<file path="src/design/bhat_pkg.sv">
package bhat_pkg;

  localparam int unsigned CountW  = 16;
  localparam int unsigned StatusW = 10;
  localparam int unsigned CfgIdxW = 2;

  // Reset values of the configuration registers.
  localparam logic [CountW-1:0] ActivityReloadRst    = 16'd6000;
  localparam logic [CountW-1:0] PressThresholdRst    = 16'd100;
  localparam logic [CountW-1:0] PoweroffThresholdRst = 16'd300;

  // Bit positions in the status word.
  localparam int unsigned BitSens1    = 0;
  localparam int unsigned BitSens2    = 1;
  localparam int unsigned BitRing     = 2;
  localparam int unsigned BitCharge   = 3;
  localparam int unsigned BitUsb5v    = 4;
  localparam int unsigned BitUsbId    = 5;
  localparam int unsigned BitSw1Held  = 6;
  localparam int unsigned BitSw2Held  = 7;
  localparam int unsigned BitGpsTime  = 8;
  localparam int unsigned BitGpsPower = 9;

  typedef enum logic [CfgIdxW-1:0] {
    REG_ACTIVITY_RELOAD    = 2'd0,
    REG_PRESS_THRESHOLD    = 2'd1,
    REG_POWEROFF_THRESHOLD = 2'd2
  } bhat_reg_e;

  // Result of one switch hold evaluation.
  typedef struct packed {
    logic              held;
    logic              accept;
    logic [CountW-1:0] count;
  } bhat_hold_t;

endpackage

</file>
<file path="src/design/bhat_in_if.sv">
interface bhat_in_if;
  logic valid;
  logic ready;
  logic sensor_one;
  logic sensor_two;
  logic ring_line;
  logic charge_status;
  logic usb_power;
  logic usb_ident;
  logic gps_pulse;
  logic gps_powered;
  logic switch_one;
  logic switch_two;
  logic gps_enabled;

  modport source (
    output valid, sensor_one, sensor_two, ring_line, charge_status, usb_power,
           usb_ident, gps_pulse, gps_powered, switch_one, switch_two, gps_enabled,
    input  ready
  );
  modport sink (
    input  valid, sensor_one, sensor_two, ring_line, charge_status, usb_power,
           usb_ident, gps_pulse, gps_powered, switch_one, switch_two, gps_enabled,
    output ready
  );
endinterface

</file>
<file path="src/design/bhat_out_if.sv">
interface bhat_out_if;
  logic        valid;
  logic        ready;
  logic [9:0]  status_word;
  logic [15:0] activity_left;
  logic        sleep_event;
  logic        modem_on_pulse;
  logic        gps_on_pulse;
  logic        gps_off_pulse;
  logic        power_off_request;

  modport source (
    output valid, status_word, activity_left, sleep_event, modem_on_pulse,
           gps_on_pulse, gps_off_pulse, power_off_request,
    input  ready
  );
  modport sink (
    input  valid, status_word, activity_left, sleep_event, modem_on_pulse,
           gps_on_pulse, gps_off_pulse, power_off_request,
    output ready
  );
endinterface

</file>
<file path="src/design/button_hold_and_activity_timer_core.sv">
// Channel   Direction  Handshake          Payload
// in_i      sink       valid/ready        eleven sampled pin levels, one tick each
// out_o     source     valid/ready        status word, countdown, five event flags
// cfg_*     input      write enable only  register index and 16-bit data
//
// The state update and the result of each tick are formed by short logic in the
// cycle that accepts the transaction, and the result is registered. A new
// transaction is accepted every cycle while the output register is empty or
// being drained, so the sustained rate is one per clock.
// Reset (rst_ni, asynchronous, active low) clears the status word and the hold
// counters, loads the countdown with 6000 and the registers with their defaults.
// A stalled output holds its result and stops intake until it is taken.
module button_hold_and_activity_timer_core import bhat_pkg::*; (
  input  logic               clk_i,
  input  logic               rst_ni,
  input  logic               cfg_we_i,
  input  logic [CfgIdxW-1:0] cfg_idx_i,
  input  logic [CountW-1:0]  cfg_data_i,
  bhat_in_if.sink            in_i,
  bhat_out_if.source         out_o
);

  // Configuration registers.
  logic [CountW-1:0] activity_reload_q;
  logic [CountW-1:0] press_threshold_q;
  logic [CountW-1:0] poweroff_threshold_q;

  // Tick state.
  logic [StatusW-1:0] levels_q;
  logic [StatusW-1:0] levels_d;
  logic [CountW-1:0]  activity_q;
  logic [CountW-1:0]  activity_d;
  logic [CountW-1:0]  activity_base;
  logic [CountW-1:0]  activity_dec;
  logic               activity_seen;
  logic               sleep_d;

  // Output register.
  logic               out_valid_q;
  logic [StatusW-1:0] status_q;
  logic [CountW-1:0]  activity_left_q;
  logic               sleep_q;
  logic               modem_q;
  logic               gps_on_q;
  logic               gps_off_q;
  logic               power_off_q;

  logic       accept;
  bhat_hold_t hold_one;
  bhat_hold_t hold_two;

  // The output register accepts a new result when empty or when its current
  // transaction completes in this cycle.
  assign in_i.ready = ~out_valid_q | out_o.ready;
  assign accept     = in_i.valid & in_i.ready;

  always_ff @(posedge clk_i or negedge rst_ni) begin
    if (!rst_ni) begin
      activity_reload_q    <= ActivityReloadRst;
      press_threshold_q    <= PressThresholdRst;
      poweroff_threshold_q <= PoweroffThresholdRst;
    end else if (cfg_we_i) begin
      case (cfg_idx_i)
        REG_ACTIVITY_RELOAD:    activity_reload_q    <= cfg_data_i;
        REG_PRESS_THRESHOLD:    press_threshold_q    <= cfg_data_i;
        REG_POWEROFF_THRESHOLD: poweroff_threshold_q <= cfg_data_i;
        default: ;
      endcase
    end
  end

  // Switch one is active high, switch two active low.
  bhat_hold u_hold_one (
    .clk_i       (clk_i),
    .rst_ni      (rst_ni),
    .en_i        (accept),
    .pressed_i   (in_i.switch_one),
    .held_i      (levels_q[BitSw1Held]),
    .threshold_i (press_threshold_q),
    .hold_o      (hold_one)
  );

  bhat_hold u_hold_two (
    .clk_i       (clk_i),
    .rst_ni      (rst_ni),
    .en_i        (accept),
    .pressed_i   (~in_i.switch_two),
    .held_i      (levels_q[BitSw2Held]),
    .threshold_i (press_threshold_q),
    .hold_o      (hold_two)
  );

  always_comb begin
    // A change on either sensor or on the ring line counts as activity. The
    // status word takes eight pin levels as new samples, plus the held flags
    // of the two switch hold units.
    activity_seen = (levels_q[BitSens1] != in_i.sensor_one) |
                    (levels_q[BitSens2] != in_i.sensor_two) |
                    (levels_q[BitRing]  != in_i.ring_line);

    levels_d              = '0;
    levels_d[BitSens1]    = in_i.sensor_one;
    levels_d[BitSens2]    = in_i.sensor_two;
    levels_d[BitRing]     = in_i.ring_line;
    levels_d[BitCharge]   = in_i.charge_status;
    levels_d[BitUsb5v]    = in_i.usb_power;
    levels_d[BitUsbId]    = in_i.usb_ident;
    levels_d[BitSw1Held]  = hold_one.held;
    levels_d[BitSw2Held]  = hold_two.held;
    levels_d[BitGpsTime]  = in_i.gps_pulse;
    levels_d[BitGpsPower] = in_i.gps_powered;

    // The countdown is reloaded on activity, then always decremented; reaching
    // zero reloads it again and signals sleep. A zero reload wraps instead.
    activity_base = activity_seen ? activity_reload_q : activity_q;
    activity_dec  = activity_base - 1'b1;
    sleep_d       = (activity_dec == '0);
    activity_d    = sleep_d ? activity_reload_q : activity_dec;
  end

  always_ff @(posedge clk_i or negedge rst_ni) begin
    if (!rst_ni) begin
      levels_q   <= '0;
      activity_q <= ActivityReloadRst;
    end else if (accept) begin
      levels_q   <= levels_d;
      activity_q <= activity_d;
    end
  end

  always_ff @(posedge clk_i or negedge rst_ni) begin
    if (!rst_ni) begin
      out_valid_q <= 1'b0;
    end else if (in_i.ready) begin
      out_valid_q <= in_i.valid;
    end
  end

  // Result payload; loaded only with an accepted transaction.
  always_ff @(posedge clk_i) begin
    if (accept) begin
      status_q        <= levels_d;
      activity_left_q <= activity_d;
      sleep_q         <= sleep_d;
      modem_q         <= hold_one.accept;
      gps_on_q        <= hold_two.accept & ~in_i.gps_enabled;
      gps_off_q       <= hold_two.accept & in_i.gps_enabled;
      power_off_q     <= hold_two.count > poweroff_threshold_q;
    end
  end

  assign out_o.valid             = out_valid_q;
  assign out_o.status_word       = status_q;
  assign out_o.activity_left     = activity_left_q;
  assign out_o.sleep_event       = sleep_q;
  assign out_o.modem_on_pulse    = modem_q;
  assign out_o.gps_on_pulse      = gps_on_q;
  assign out_o.gps_off_pulse     = gps_off_q;
  assign out_o.power_off_request = power_off_q;

endmodule

</file>
<file path="src/design/bhat_hold.sv">
module bhat_hold import bhat_pkg::*; (
  input  logic              clk_i,
  input  logic              rst_ni,
  input  logic              en_i,
  input  logic              pressed_i,
  input  logic              held_i,
  input  logic [CountW-1:0] threshold_i,
  output bhat_hold_t        hold_o
);

  logic [CountW-1:0] count_q;
  logic [CountW-1:0] count_d;
  logic              held_base;

  // The hold counter saturates at all ones and clears on release.
  always_comb begin
    if (pressed_i) begin
      count_d = (count_q == {CountW{1'b1}}) ? count_q : count_q + 1'b1;
    end else begin
      count_d = '0;
    end
    held_base     = pressed_i & held_i;
    hold_o.count  = count_d;
    hold_o.accept = (count_d > threshold_i) & ~held_base;
    hold_o.held   = held_base | hold_o.accept;
  end

  always_ff @(posedge clk_i or negedge rst_ni) begin
    if (!rst_ni) begin
      count_q <= '0;
    end else if (en_i) begin
      count_q <= count_d;
    end
  end

endmodule
</file>
<file path="src/flat_wrapper.sv">
// flat-port wrapper written by rule: the top's interface ports become plain ports
module button_hold_and_activity_timer_core_flat import bhat_pkg::*;
  (clk_i, rst_ni, cfg_we_i, cfg_idx_i, cfg_data_i, in_i_valid, in_i_sensor_one, in_i_sensor_two, in_i_ring_line, in_i_charge_status, in_i_usb_power, in_i_usb_ident, in_i_gps_pulse, in_i_gps_powered, in_i_switch_one, in_i_switch_two, in_i_gps_enabled, in_i_ready, out_o_valid, out_o_status_word, out_o_activity_left, out_o_sleep_event, out_o_modem_on_pulse, out_o_gps_on_pulse, out_o_gps_off_pulse, out_o_power_off_request, out_o_ready);
  bhat_in_if in_i_i ();
  bhat_out_if out_o_i ();
  input  logic clk_i;
  input  logic rst_ni;
  input  logic cfg_we_i;
  input  logic [CfgIdxW-1:0] cfg_idx_i;
  input  logic [CountW-1:0] cfg_data_i;
  input wire logic [$bits(in_i_i.valid)-1:0] in_i_valid;
  input wire logic [$bits(in_i_i.sensor_one)-1:0] in_i_sensor_one;
  input wire logic [$bits(in_i_i.sensor_two)-1:0] in_i_sensor_two;
  input wire logic [$bits(in_i_i.ring_line)-1:0] in_i_ring_line;
  input wire logic [$bits(in_i_i.charge_status)-1:0] in_i_charge_status;
  input wire logic [$bits(in_i_i.usb_power)-1:0] in_i_usb_power;
  input wire logic [$bits(in_i_i.usb_ident)-1:0] in_i_usb_ident;
  input wire logic [$bits(in_i_i.gps_pulse)-1:0] in_i_gps_pulse;
  input wire logic [$bits(in_i_i.gps_powered)-1:0] in_i_gps_powered;
  input wire logic [$bits(in_i_i.switch_one)-1:0] in_i_switch_one;
  input wire logic [$bits(in_i_i.switch_two)-1:0] in_i_switch_two;
  input wire logic [$bits(in_i_i.gps_enabled)-1:0] in_i_gps_enabled;
  output wire logic [$bits(in_i_i.ready)-1:0] in_i_ready;
  output wire logic [$bits(out_o_i.valid)-1:0] out_o_valid;
  output wire logic [$bits(out_o_i.status_word)-1:0] out_o_status_word;
  output wire logic [$bits(out_o_i.activity_left)-1:0] out_o_activity_left;
  output wire logic [$bits(out_o_i.sleep_event)-1:0] out_o_sleep_event;
  output wire logic [$bits(out_o_i.modem_on_pulse)-1:0] out_o_modem_on_pulse;
  output wire logic [$bits(out_o_i.gps_on_pulse)-1:0] out_o_gps_on_pulse;
  output wire logic [$bits(out_o_i.gps_off_pulse)-1:0] out_o_gps_off_pulse;
  output wire logic [$bits(out_o_i.power_off_request)-1:0] out_o_power_off_request;
  input wire logic [$bits(out_o_i.ready)-1:0] out_o_ready;
  assign in_i_i.valid = in_i_valid;
  assign in_i_i.sensor_one = in_i_sensor_one;
  assign in_i_i.sensor_two = in_i_sensor_two;
  assign in_i_i.ring_line = in_i_ring_line;
  assign in_i_i.charge_status = in_i_charge_status;
  assign in_i_i.usb_power = in_i_usb_power;
  assign in_i_i.usb_ident = in_i_usb_ident;
  assign in_i_i.gps_pulse = in_i_gps_pulse;
  assign in_i_i.gps_powered = in_i_gps_powered;
  assign in_i_i.switch_one = in_i_switch_one;
  assign in_i_i.switch_two = in_i_switch_two;
  assign in_i_i.gps_enabled = in_i_gps_enabled;
  assign in_i_ready = in_i_i.ready;
  assign out_o_valid = out_o_i.valid;
  assign out_o_status_word = out_o_i.status_word;
  assign out_o_activity_left = out_o_i.activity_left;
  assign out_o_sleep_event = out_o_i.sleep_event;
  assign out_o_modem_on_pulse = out_o_i.modem_on_pulse;
  assign out_o_gps_on_pulse = out_o_i.gps_on_pulse;
  assign out_o_gps_off_pulse = out_o_i.gps_off_pulse;
  assign out_o_power_off_request = out_o_i.power_off_request;
  assign out_o_i.ready = out_o_ready;
  button_hold_and_activity_timer_core u_core (.clk_i(clk_i), .rst_ni(rst_ni), .cfg_we_i(cfg_we_i), .cfg_idx_i(cfg_idx_i), .cfg_data_i(cfg_data_i), .in_i(in_i_i), .out_o(out_o_i));
endmodule
</file>
<file path="config.mk">
export PLATFORM = sky130hd
export DESIGN_NAME = button_hold_and_activity_timer_core_flat
export DESIGN_NICKNAME = d
export VERILOG_FILES = /design/src/design/bhat_pkg.sv /design/src/design/bhat_in_if.sv /design/src/design/bhat_out_if.sv /design/src/design/button_hold_and_activity_timer_core.sv /design/src/design/bhat_hold.sv /design/src/flat_wrapper.sv
export SDC_FILE = /design/constraint.sdc
export NUM_CORES = 1
export LEC_CHECK = 0
export ABC_AREA = 0
export BUFFER_PORTS_ARGS = -buffer_cell sky130_fd_sc_hd__buf_2
export CAP_MARGIN = 20
export CORE_MARGIN = 1
export CORE_UTILIZATION = 43
export DETAILED_ROUTE_END_ITERATION = 8
export SKIP_LAST_GASP = 1
export SLEW_MARGIN = 20
export SYNTH_ARGS = -nofsm -noshare
export SYNTH_HDL_FRONTEND = slang
export SYNTH_HIERARCHICAL = 1
export SYNTH_SLANG_ARGS = --single-unit
</file>
<file path="constraint.sdc">
create_clock -name clk_i -period 3.8 [get_ports clk_i]
set_clock_uncertainty 0.1 [all_clocks]
set_input_delay 0.76 -clock clk_i [delete_from_list [all_inputs] [get_ports clk_i]]
set_output_delay 0.76 -clock clk_i [all_outputs]
set_load 0.03 [all_outputs]
</file>
==> qor.yml <==
status: "complete, no violations"
layout-drive-gt1-share_pct: 29.1
fin_nets: 1058
hold_viol_final: 0
grt_pass1_vias: 6497
ys_warn_count: 6
dp_hpwl_um: 15600
synth_cells: 869
cts_sinks: 133
pwr-share-seq_pct: 41.4
final_cell_area_um2: 10200
cp.arrival_ns: 3.60
hold_path.class: "in2async"
drc_errors: 0
p_sw_share_pct: 33.6
tightest_slew_ns: 0.967
area_growth_pct: 18.0
multiInputGateArea_um2: 4680
powerDensity_nw_per_um2: 482
slew_headroom_pct: 35.5
path_clk_slew_ns: 0.06
fp.dieW_um: 143
grt_use_total_pct: 21.5
core_um2: 19500
postCtsSetupBuffers: 0
worst_ep_required_time_ns: 3.87
dpl.cell_count: 1218
synth.avg_cell_area_um2: 9.90
final_cells: 1250
clk_latency_ns: 0.43
cts_tree: "yes"
num_antenna_cells: 0
fp.dieArea_um2: 20600
h-tree-depth: 4
cts-root-buf: "clkbuf_16"
routed_wl_um: 21000
period_share_pct: 93.0
placed_cell_area_um2: 9570
design_power_total_uw: 4900
synth_nets: 955
ir_drop_mv: 0.309
p_comb_share_pct: 26.8
clockBufferDepth: 2
path_class: "reg2reg"
cp_max_fo: 5
dieHeight_um: 143
io_buffer_count: 66
cts-buffers-inserted: 17
max_freq_mhz: 283
drt_iter0_drc: 441
grt_pass1_wl_um: 33900
rsz0062_at_grt: "yes"
end_kind: "flop"
regArea_um2: 3510
rrSetupSlack_ns: 0.27
vias: 6848
place_congestion: 0.931
dr.pass1.iters: 8
num_rows: 51
clock_power_share_pct: 31.8
nFillCells: 1816
finalCriticalPeriod_ns: 3.53
via_per_inst: 5.48
max_cap_violations: 0
initial_core_util_pct: 44.1
setup_viol_count_final: 0
synth_area_um2: 8610
grt_overflow_total: 0
io_pins: 67
start_kind: "flop"
grt_start_max_net_pins: 71
ant_nets: 0
maxSlewViolCount: 0
antenna_found_initial: 0
leakage_uw: 0.00456
avgRoutedWirePerCell_um: 16.8
internal_power_uw: 3250
p_sw_uw: 1650
[final timing paths]
check / startpoint / endpoint / cells after the start
hold reg to reg: u_core/poweroff_threshold_q[15]$_DFFE_PN0P_ / u_core/poweroff_threshold_q[15]$_DFFE_PN0P_ / 1
hold / removal: rst_ni / u_core/u_hold_one/count_q[0]$_DFFE_PN0P_ / 1
setup / recovery: u_core/u_hold_one/count_q[0]$_DFFE_PN0P_ / u_core/out_o.status_word[6]$_DFFE_PP_ / 14
setup reg to reg: u_core/u_hold_one/count_q[0]$_DFFE_PN0P_ / u_core/out_o.status_word[6]$_DFFE_PP_ / 14
min in group clk_i: in_i_gps_pulse / u_core/out_o.status_word[8]$_DFFE_PP_ / 1
max in group asynchronous: rst_ni / u_core/activity_q[8]$_DFFE_PN1P_ / 2
[registers in the layout, summed over array words and instances (netlist names), 5 cells and up]
signal and cells:
u_core/activity_reload_q 16, u_core/press_threshold_q 16, u_core/out_o.status_word 10, u_core/u_hold_one/count_q 16, u_core/out_o.activity_left 16, u_core/levels_q 5, u_core/u_hold_two/count_q 16, u_core/activity_q 16
u_core/poweroff_threshold_q 16
[what timing repair did]
action / in CTS / in global routing
hold buffers: 0 / 0
gates resized for setup: 0 / 4
endpoints found under the setup margin: 0 / 5
[stage by stage]
step	TNS [ns]	hold slack [ns]	setup WS, ns	utilization, %
after floorplan	-0.0329	0.364	-0.0329	-
after CTS	0	0.391	0.174	51.9
after global routing	-0.0373	0.397	-0.0327	52.0
final	0	0.380	0.266	52.0
after detailed placement	-0.111	0.397	-0.0694	49.0
after global placement	0	0.389	0.0229	49.0
[placed cells by master (no fill, tap or decap), types with 5 or more instances in the layout]
cell and n:
nor3_1 14, dfstp_2 21, or3_1 10, clkbuf_16 18, ha_1 51, nand3_1 22, mux2i_1 9, nand2_1 85
edfxtp_1 31, a21o_1 16, nor4_1 8, nor2b_1 5, o211ai_1 8, and4_1 8, nor2_1 58, nand2b_1 9
o21a_1 5, nand4_1 17, o21ai_1 7, o21ai_0 22, inv_1 64, dfrtp_1 81, a2111oi_0 5, mux2_2 53
buf_2 65, xor2_1 14, xnor2_1 10, a31oi_1 20, a21oi_1 56, clkinv_4 6, buf_4 57
[power groups by stage]
stage          Clock (uW)  Sequential, uW  Combinational [uW]
5_1_grt              1650            2070                1450
3_5_place_dp            0            2050                1300
2_1_floorplan           0            2030                 859
6_report             1560            2030                1310
4_1_cts              1600            2030                1310
3_3_place_gp            0            2050                1290
[layout make-up]
class	instances	share of cell area, %
clock buffers	20	4.61
clock inverters	12	0.949
inverters	68	2.54
multi-input cells	627	46.1
flip-flops and latches	133	34.6
well taps	265	3.27
repair buffers	125	8.01
[critical path, cell delays in order (launching register included)]
cell      delay (ns)
dfrtp_1         0.44
ha_1            0.24
and4_1          0.33
buf_4           0.19
nand2_2         0.07
o211ai_2        0.23
xor2_1          0.17
nor2_1          0.08
ha_1            0.29
a21oi_1         0.15
nor3_1          0.05
or3_1           0.31
nor4_1          0.35
buf_4           0.19
o21ai_1         0.08
[routing by layer]
layer | GRT usage (%) | vias to the layer above | share of wire [%]
met2 | 33.5 | 165 | 46
li1 | - | 3391 | -
met3 | 3.30 | 21 | 4.4
met5 | 0 | - | 0
met4 | 6.83 | 0 | 1.5
met1 | 30.4 | 3271 | 48
(Power assumes the default switching activity.)
